--- src/rtl/tcm_pkg.sv ---
// Shared types and codes for the typing case-mode controller.
// No dependencies; imported by tcm_step and typing_case_mode_controller_core.
package tcm_pkg;

   // Event kinds carried in req_type
   localparam logic [2:0] REQ_SEPARATOR     = 3'd0;
   localparam logic [2:0] REQ_BEFORE_LETTER = 3'd1;
   localparam logic [2:0] REQ_KEY_EMITTED   = 3'd2;
   localparam logic [2:0] REQ_SCAN          = 3'd3;
   localparam logic [2:0] REQ_MODE_ON       = 3'd4;
   localparam logic [2:0] REQ_TOGGLE        = 3'd5;
   localparam logic [2:0] REQ_OFF           = 3'd6;
   localparam logic [2:0] REQ_AUTOCAP       = 3'd7;

   // Pre-classified key codes
   localparam logic [3:0] CLS_OTHER      = 4'd0;
   localparam logic [3:0] CLS_SPACE      = 4'd1;
   localparam logic [3:0] CLS_HYPHEN     = 4'd2;
   localparam logic [3:0] CLS_UNDERSCORE = 4'd3;
   localparam logic [3:0] CLS_SLASH      = 4'd4;
   localparam logic [3:0] CLS_PAD_HYPHEN = 4'd5;
   localparam logic [3:0] CLS_PAD_SLASH  = 4'd6;
   localparam logic [3:0] CLS_DOT        = 4'd7;
   localparam logic [3:0] CLS_NONE       = 4'd8;
   localparam logic [3:0] CLS_TAB        = 4'd9;
   localparam logic [3:0] CLS_ALNUM      = 4'd10;

   // Case modes
   localparam logic [3:0] MODE_OFF    = 4'd0;
   localparam logic [3:0] MODE_CAMEL  = 4'd1;
   localparam logic [3:0] MODE_PASCAL = 4'd2;
   localparam logic [3:0] MODE_SNAKE  = 4'd3;
   localparam logic [3:0] MODE_CONST  = 4'd4;
   localparam logic [3:0] MODE_KEBAB  = 4'd5;
   localparam logic [3:0] MODE_DOT    = 4'd6;
   localparam logic [3:0] MODE_PATH   = 4'd7;
   localparam logic [3:0] MODE_PUNC   = 4'd8;

   // Separator actions
   localparam logic [2:0] SEP_PASS       = 3'd0;
   localparam logic [2:0] SEP_UNDERSCORE = 3'd1;
   localparam logic [2:0] SEP_MINUS      = 3'd2;
   localparam logic [2:0] SEP_SLASH      = 3'd3;
   localparam logic [2:0] SEP_DOT        = 3'd4;
   localparam logic [2:0] SEP_SWALLOW    = 3'd5;

   // Caps-lock commands
   localparam logic [1:0] CAPS_NONE = 2'd0;
   localparam logic [1:0] CAPS_ON   = 2'd1;
   localparam logic [1:0] CAPS_OFF  = 2'd2;

   localparam logic [15:0] IDLE_TIMEOUT_RESET = 16'd1000;

   typedef struct packed {
      logic [2:0]  req_type;
      logic [3:0]  key_class;
      logic [3:0]  mode_sel;
      logic [15:0] now_ms;
   } tcm_req_type;

   typedef struct packed {
      logic [2:0] sep_action;
      logic       apply_shift;
      logic [1:0] caps_cmd;
      logic       is_active;
      logic [3:0] cur_mode;
   } tcm_rsp_type;

   typedef struct packed {
      logic        active_flag;
      logic [3:0]  mode_reg;
      logic        cap_next;
      logic [15:0] stamp_ms;
   } tcm_state_type;

endpackage

--- src/rtl/typing_case_mode_controller_core.sv ---
// Top level of the typing case-mode controller: input register, state, result register.
// Depends on tcm_pkg and tcm_step.
//
// The controller takes one keystroke event per transaction and returns exactly one result
// per transaction. It sustains one transaction per clock cycle while rsp_stall is low. An
// accepted request goes into the input register, the single-pass event logic works on it,
// and the result register takes the outcome when free and shows it on rsp_valid. The
// controller state (active flag, mode, capitalise-next flag, idle stamp) is updated at the
// edge at which a transaction moves from the input register into the result register, so
// each event sees the effect of the one before it. req_stall rises only when both registers
// are full and rsp_stall is high. The user must write the idle timeout through csr_write_en/
// csr_write_data only while the block is idle; the block itself does not enforce this. The
// timeout resets to 1000 ms. Reset is synchronous and active high.
module typing_case_mode_controller_core
   import tcm_pkg::*;
(
   input  logic          clock,
   input  logic          reset,

   input  logic          req_valid,
   output logic          req_stall,
   input  tcm_req_type   req_payload,

   output logic          rsp_valid,
   input  logic          rsp_stall,
   output tcm_rsp_type   rsp_payload,

   input  logic          csr_write_en,
   input  logic [15:0]   csr_write_data
);

   logic          in_valid_ff;
   tcm_req_type   in_item_ff;
   logic          out_valid_ff;
   tcm_rsp_type   out_item_ff;
   tcm_state_type state_ff;
   tcm_state_type state_in;
   tcm_rsp_type   result_in;
   logic [15:0]   timeout_ff;

   logic          advance;
   logic          accept;

   // Move the held transaction on whenever the result register is empty or being drained
   assign advance   = in_valid_ff && (!out_valid_ff || !rsp_stall);
   assign req_stall = in_valid_ff && !advance;
   assign accept    = req_valid && !req_stall;

   tcm_step u_step (
      .req          (in_item_ff),
      .cur          (state_ff),
      .idle_timeout (timeout_ff),
      .nxt          (state_in),
      .rsp          (result_in)
   );

   // Control state and configuration
   always_ff @(posedge clock) begin
      if (reset) begin
         in_valid_ff  <= 1'b0;
         out_valid_ff <= 1'b0;
         state_ff     <= '0;
         timeout_ff   <= IDLE_TIMEOUT_RESET;
      end else begin
         if (accept) begin
            in_valid_ff <= 1'b1;
         end else if (advance) begin
            in_valid_ff <= 1'b0;
         end

         if (advance) begin
            out_valid_ff <= 1'b1;
         end else if (!rsp_stall) begin
            out_valid_ff <= 1'b0;
         end

         // Commit the event's effect together with its result
         if (advance) begin
            state_ff <= state_in;
         end

         if (csr_write_en) begin
            timeout_ff <= csr_write_data;
         end
      end
   end

   // Payload registers: load on transfer, hold otherwise
   always_ff @(posedge clock) begin
      if (accept) begin
         in_item_ff <= req_payload;
      end
      if (advance) begin
         out_item_ff <= result_in;
      end
   end

   assign rsp_valid   = out_valid_ff;
   assign rsp_payload = out_item_ff;

endmodule

--- src/rtl/tcm_step.sv ---
// Combinational event logic: next controller state and result for one transaction.
// Depends on tcm_pkg.
module tcm_step
   import tcm_pkg::*;
(
   input  tcm_req_type   req,
   input  tcm_state_type cur,
   input  logic [15:0]   idle_timeout,
   output tcm_state_type nxt,
   output tcm_rsp_type   rsp
);

   logic [15:0] elapsed;
   logic        key_ok;
   logic [1:0]  off_caps;
   logic [1:0]  on_caps;
   logic        sel_ok;

   assign elapsed  = req.now_ms - cur.stamp_ms;
   assign off_caps = (cur.active_flag && cur.mode_reg == MODE_CONST) ? CAPS_OFF : CAPS_NONE;
   assign on_caps  = (req.mode_sel == MODE_CONST) ? CAPS_ON : CAPS_OFF;
   assign sel_ok   = (req.mode_sel <= MODE_PUNC);

   // Is the emitted key legal inside the current mode
   always_comb begin
      case (req.key_class) inside
         CLS_UNDERSCORE:             key_ok = (cur.mode_reg == MODE_SNAKE) ||
                                              (cur.mode_reg == MODE_CONST);
         CLS_HYPHEN, CLS_PAD_HYPHEN: key_ok = (cur.mode_reg == MODE_KEBAB);
         CLS_SLASH, CLS_PAD_SLASH,
         CLS_TAB:                    key_ok = (cur.mode_reg == MODE_PATH);
         CLS_DOT:                    key_ok = (cur.mode_reg == MODE_DOT);
         CLS_NONE:                   key_ok = cur.cap_next &&
                                              ((cur.mode_reg == MODE_CAMEL) ||
                                               (cur.mode_reg == MODE_PASCAL));
         CLS_ALNUM:                  key_ok = 1'b1;
         default:                    key_ok = 1'b0;
      endcase
   end

   always_comb begin
      nxt             = cur;
      rsp.sep_action  = SEP_PASS;
      rsp.apply_shift = 1'b0;
      rsp.caps_cmd    = CAPS_NONE;

      unique case (req.req_type)
         REQ_SEPARATOR: begin
            if (req.key_class >= CLS_SPACE && req.key_class <= CLS_SLASH) begin
               case (cur.mode_reg) inside
                  MODE_SNAKE, MODE_CONST:  rsp.sep_action = SEP_UNDERSCORE;
                  MODE_KEBAB:              rsp.sep_action = SEP_MINUS;
                  MODE_PATH:               rsp.sep_action = SEP_SLASH;
                  MODE_DOT:                rsp.sep_action = SEP_DOT;
                  MODE_CAMEL, MODE_PASCAL: begin
                     rsp.sep_action = SEP_SWALLOW;
                     nxt.cap_next   = 1'b1;
                  end
                  default:                 rsp.sep_action = SEP_PASS;
               endcase
            end
         end
         REQ_BEFORE_LETTER: begin
            if (cur.active_flag) begin
               rsp.apply_shift = cur.cap_next;
               nxt.cap_next    = 1'b0;
               if (cur.mode_reg == MODE_PUNC) begin
                  rsp.caps_cmd    = off_caps;
                  nxt.active_flag = 1'b0;
                  nxt.mode_reg    = MODE_OFF;
               end
            end
         end
         REQ_KEY_EMITTED: begin
            if (cur.active_flag && !key_ok) begin
               rsp.caps_cmd    = off_caps;
               nxt.active_flag = 1'b0;
               nxt.mode_reg    = MODE_OFF;
            end else begin
               nxt.stamp_ms = req.now_ms;
            end
         end
         REQ_SCAN: begin
            if (cur.active_flag && elapsed > idle_timeout) begin
               rsp.caps_cmd    = off_caps;
               nxt.active_flag = 1'b0;
               nxt.mode_reg    = MODE_OFF;
            end
         end
         REQ_MODE_ON, REQ_TOGGLE: begin
            if (sel_ok) begin
               if (req.req_type == REQ_TOGGLE && cur.active_flag &&
                   cur.mode_reg == req.mode_sel) begin
                  rsp.caps_cmd    = off_caps;
                  nxt.active_flag = 1'b0;
                  nxt.mode_reg    = MODE_OFF;
               end else begin
                  rsp.caps_cmd    = on_caps;
                  nxt.active_flag = 1'b1;
                  nxt.mode_reg    = req.mode_sel;
                  nxt.stamp_ms    = req.now_ms;
                  nxt.cap_next    = (req.mode_sel == MODE_PASCAL) ||
                                    (req.mode_sel == MODE_PUNC);
               end
            end
         end
         REQ_OFF: begin
            if (cur.active_flag) begin
               rsp.caps_cmd    = off_caps;
               nxt.active_flag = 1'b0;
               nxt.mode_reg    = MODE_OFF;
            end
         end
         REQ_AUTOCAP: begin
            // Any running mode is replaced outright by punctuation mode
            rsp.caps_cmd    = CAPS_OFF;
            nxt.active_flag = 1'b1;
            nxt.mode_reg    = MODE_PUNC;
            nxt.stamp_ms    = req.now_ms;
            nxt.cap_next    = 1'b1;
         end
         default: begin
            nxt = cur;
         end
      endcase

      rsp.is_active = nxt.active_flag;
      rsp.cur_mode  = nxt.mode_reg;
   end

endmodule

--- config.mk ---
export PLATFORM = sky130hd
export DESIGN_NAME = typing_case_mode_controller_core
export DESIGN_NICKNAME = d
export VERILOG_FILES = /design/src/rtl/tcm_pkg.sv /design/src/rtl/typing_case_mode_controller_core.sv /design/src/rtl/tcm_step.sv
export SDC_FILE = /design/constraint.sdc
export NUM_CORES = 1
export LEC_CHECK = 0
export CAP_MARGIN = 20
export CORE_MARGIN = 4
export CORE_UTILIZATION = 50
export DETAILED_ROUTE_END_ITERATION = 7
export DONT_BUFFER_PORTS = 1
export PLACE_DENSITY = 0.67
export SLEW_MARGIN = 20
export SYNTH_ARGS = -nofsm -noshare
export SYNTH_HDL_FRONTEND = slang
export SYNTH_SLANG_ARGS = --single-unit
--- constraint.sdc ---
create_clock -name clock -period 9.9 [get_ports clock]
set_input_delay 1.98 -clock clock [delete_from_list [all_inputs] [get_ports clock]]
set_output_delay 1.98 -clock clock [all_outputs]
set_load 0.01 [all_outputs]
==> impl_metrics.env <==
export IMPL_reg2reg_depth=17
export IMPL_final_antenna_net_count=0
export IMPL_hpwlAfterDp_um=6590
export IMPL_period_share_pct=43.9
export IMPL_antenna_found_initial=0
export IMPL_finalNetCount=525
export IMPL_cp_startpoint="in_item_ff[0]"
export IMPL_via_per_inst=5.64
export IMPL_path_max_fanout=6
export IMPL_start_util_pct=52.3
export IMPL_yosysWarnings=0
export IMPL_avgSynthCellArea_um2=9.74
export IMPL_yosysTopAreaCell="edfxtp_1"
export IMPL_synth_main_ff_cell="dfxtp_1"
export IMPL_vias=3131
export IMPL_finClkSkew_ns=0.0113
export IMPL_endpoint_kind="flip-flop"
export IMPL_cts_hold_buf=0
export IMPL_dr_pass1_iters=5
export IMPL_die_w_um=102
export IMPL_area_delta_synth_final_pct=5.17
export IMPL_min_delay_path_depth=2
export IMPL_min_to="state_ff[11]"
export IMPL_rsz0062_at_grt="no"
export IMPL_insertedDiodeCount=0
export IMPL_root_buffer="clkbuf_8"
export IMPL_slew_headroom_pct=45.4
export IMPL_critPathKind="reg2reg"
export IMPL_post_place_ws_ns=5.55
export IMPL_netlist_instances=450
export IMPL_finalWorstSetupSlack_ns=5.55
export IMPL_worst_pin_slew_ns=0.819
export IMPL_drive_gt1_share_pct=5.33
export IMPL_start_kind="flip-flop"
export IMPL_cts_buffer_depth=2
export IMPL_avgRoutedWirePerCell_um=15.9
export IMPL_syn_nets=530
export IMPL_track_usage_pct=18.4
export IMPL_ys_top_cells_by_count="47 x nor2_1, 43 x inv_1, 40 x dfxtp_1, 38 x edfxtp_1, 31 x ha_1"
export IMPL_yosys_area_top_type_share_pct=26.0
export IMPL_numCtsBuffers=9
export IMPL_yosysSeqAreaShare_pct=44.3
export IMPL_synth_edf_count=38
export IMPL_fmaxAchievable_mhz=230
export IMPL_rr_endpoint="rsp_payload[0]"
export IMPL_p_leak_nw=1.82
export IMPL_synth_most_common_cell="nor2_1"
export IMPL_die_h_um=102
export IMPL_initialDrtViolationCount=138
export IMPL_drv_cap=0
export IMPL_netlist_top_cells_area="edfxtp_1 26%, dfxtp_1 18%, ha_1 8.8%, mux2i_1 6.4%, nor2_1 4.0%"
export IMPL_portBuffers=0
export IMPL_fin_tns_setup_ns=0
export IMPL_worstPathRequired_ns=9.98
export IMPL_syn_area_um2=4380
export IMPL_setup_viol=0
export IMPL_cp_arrival_ns=4.43
export IMPL_power_density_nw_per_um2=148
export IMPL_placementRows=33
export IMPL_status="complete, no violations"
export IMPL_slew_viol_final=0
export IMPL_grt_pass1_wl_um=15000
export IMPL_cts_sinks=78
export IMPL_final_hold_violation_count=0
export IMPL_gp_congestion=0.903
export IMPL_regToRegStartpoint="in_item_ff[0]"
export IMPL_grt_overflow_total=0
export IMPL_min_from="state_ff[11]"
export IMPL_wirelength_um=8850
export IMPL_cts_tree="done"
export IMPL_ios=61
export IMPL_async_reset_ff_share_pct=0
export IMPL_coreArea_um2=8380
export IMPL_cts_resized=0
export IMPL_hold_path_class="reg2reg"
export IMPL_insertion_delay_ns=0.35
export IMPL_grt_pass1_vias=3055
export IMPL_clkSlewWorstSetupHoldPaths_ns=0.08
export IMPL_grt_max_degree=35
export IMPL_rrSetupSlack_ns=5.55
export IMPL_synth_cell_types=61
export IMPL_postCtsSetupRepairBufs=0
export IMPL_post_route_min_period_ns=4.35
export IMPL_cts_max_level=3
export IMPL_ys_ff_latch=78
export IMPL_drc=0
export IMPL_irDropWorstVdd_v=0.000102
export IMPL_die_area_um2=10300
-- placed cells by master, fill, tap and decap left out, types with 3 or more instances in the layout --
cell type,count
clkinvlp_4,4
inv_1,43
nor3_1,7
clkbuf_8,9
o21a_1,7
edfxtp_1,38
dfxtp_1,40
nand2b_1,6
o211ai_1,6
ha_1,31
nand3_1,5
nand3b_1,3
and3_1,3
o21ai_1,7
a21oi_1,28
nor4_1,5
a21o_1,4
nor2_1,47
or3_1,3
mux2i_1,28
a211oi_1,8
xnor2_1,13
nand2_1,30
xor2_1,6
o21ai_0,13
nor2b_1,7
-- power breakdown --
| group | switching [mW] | internal [mW] |
|---|---|---|
| Combinational | 0.0595 | 0.0487 |
| Sequential | 0.0152 | 0.356 |
| Clock | 0.114 | 0.0896 |
-- layer usage --
metal  wire length [um]  GRT usage [%]  vias to the layer above
met1               4290           25.8                     1417
met3                590           4.68                       15
met5                  0              0                        -
li1                   -              -                     1601
met4                178           6.65                        0
met2               3790           27.5                       98
-- state kept, by name (all words and copies together) (netlist names) --
name,cells
in_item_ff,27
state_ff,22
timeout_ff,16
rsp_payload,11
in_valid_ff,1
rsp_valid,1
-- stage by stage --
| stage | area [um^2] | utilization (%) | power (mW) | hold slack [ns] | std cells |
|---|---|---|---|---|---|
| after floorplan | 4380 | - | 0.466 | 0.451 | 450 |
| after global placement | 4440 | 53.0 | 0.484 | 0.464 | 539 |
| after detailed placement | 4440 | 53.0 | 0.487 | 0.485 | 539 |
| after CTS | 4610 | 55.0 | 0.691 | 0.506 | 555 |
| after global routing | 4610 | 55.0 | 0.724 | 0.533 | 555 |
| final | 4610 | 55.0 | 0.683 | 0.497 | 555 |
-- worst max-delay path: stages, from the launching register on --
cell       delay (ns)
edfxtp_1         0.35
inv_1            0.05
ha_1             0.21
fa_1             0.41
nor2b_1          0.18
o31a_1           0.16
nor2_1           0.06
o21ai_0          0.32
a41oi_1          0.18
nor2b_1          0.17
xnor2_1          0.12
ha_1             0.29
nand3_1          0.06
or2_2            0.28
a2111oi_0        0.35
o21ai_1          0.23
nor4_1           0.51
o21ai_1          0.13
-- worst max path at each step --
stage	endpoint	slack [ns]
after floorplan	req_stall	5.72
after global placement	rsp_payload[0]	5.69
after detailed placement	rsp_payload[0]	5.55
after CTS	rsp_payload[0]	5.52
after global routing	state_ff[18]	5.13
final	rsp_payload[0]	5.55
-- cell families after synthesis --
| family | count (synthesis) | synth area share, % |
|---|---|---|
| and+or+nand+nor | 136 | 15.7 |
| AOI/OAI and AO/OA | 97 | 14.9 |
| DFF | 78 | 44.3 |
| buffers and inverters | 60 | 5.54 |
| adders and majority gates | 32 | 9.31 |
| muxes | 28 | 6.39 |
| xor gates and xnor gates | 19 | 3.80 |
-- cell type report --
type / count / area, um^2
inverters: 43 / 161
multi-input cells: 312 / 2200
fillers: 773 / 3770
clock buffers: 10 / 128
clock inverters: 6 / 38.8
repair buffers: 1 / 7.51
well taps: 105 / 131
flip-flops and latches: 78 / 1940
(Power assumes the default switching activity.)
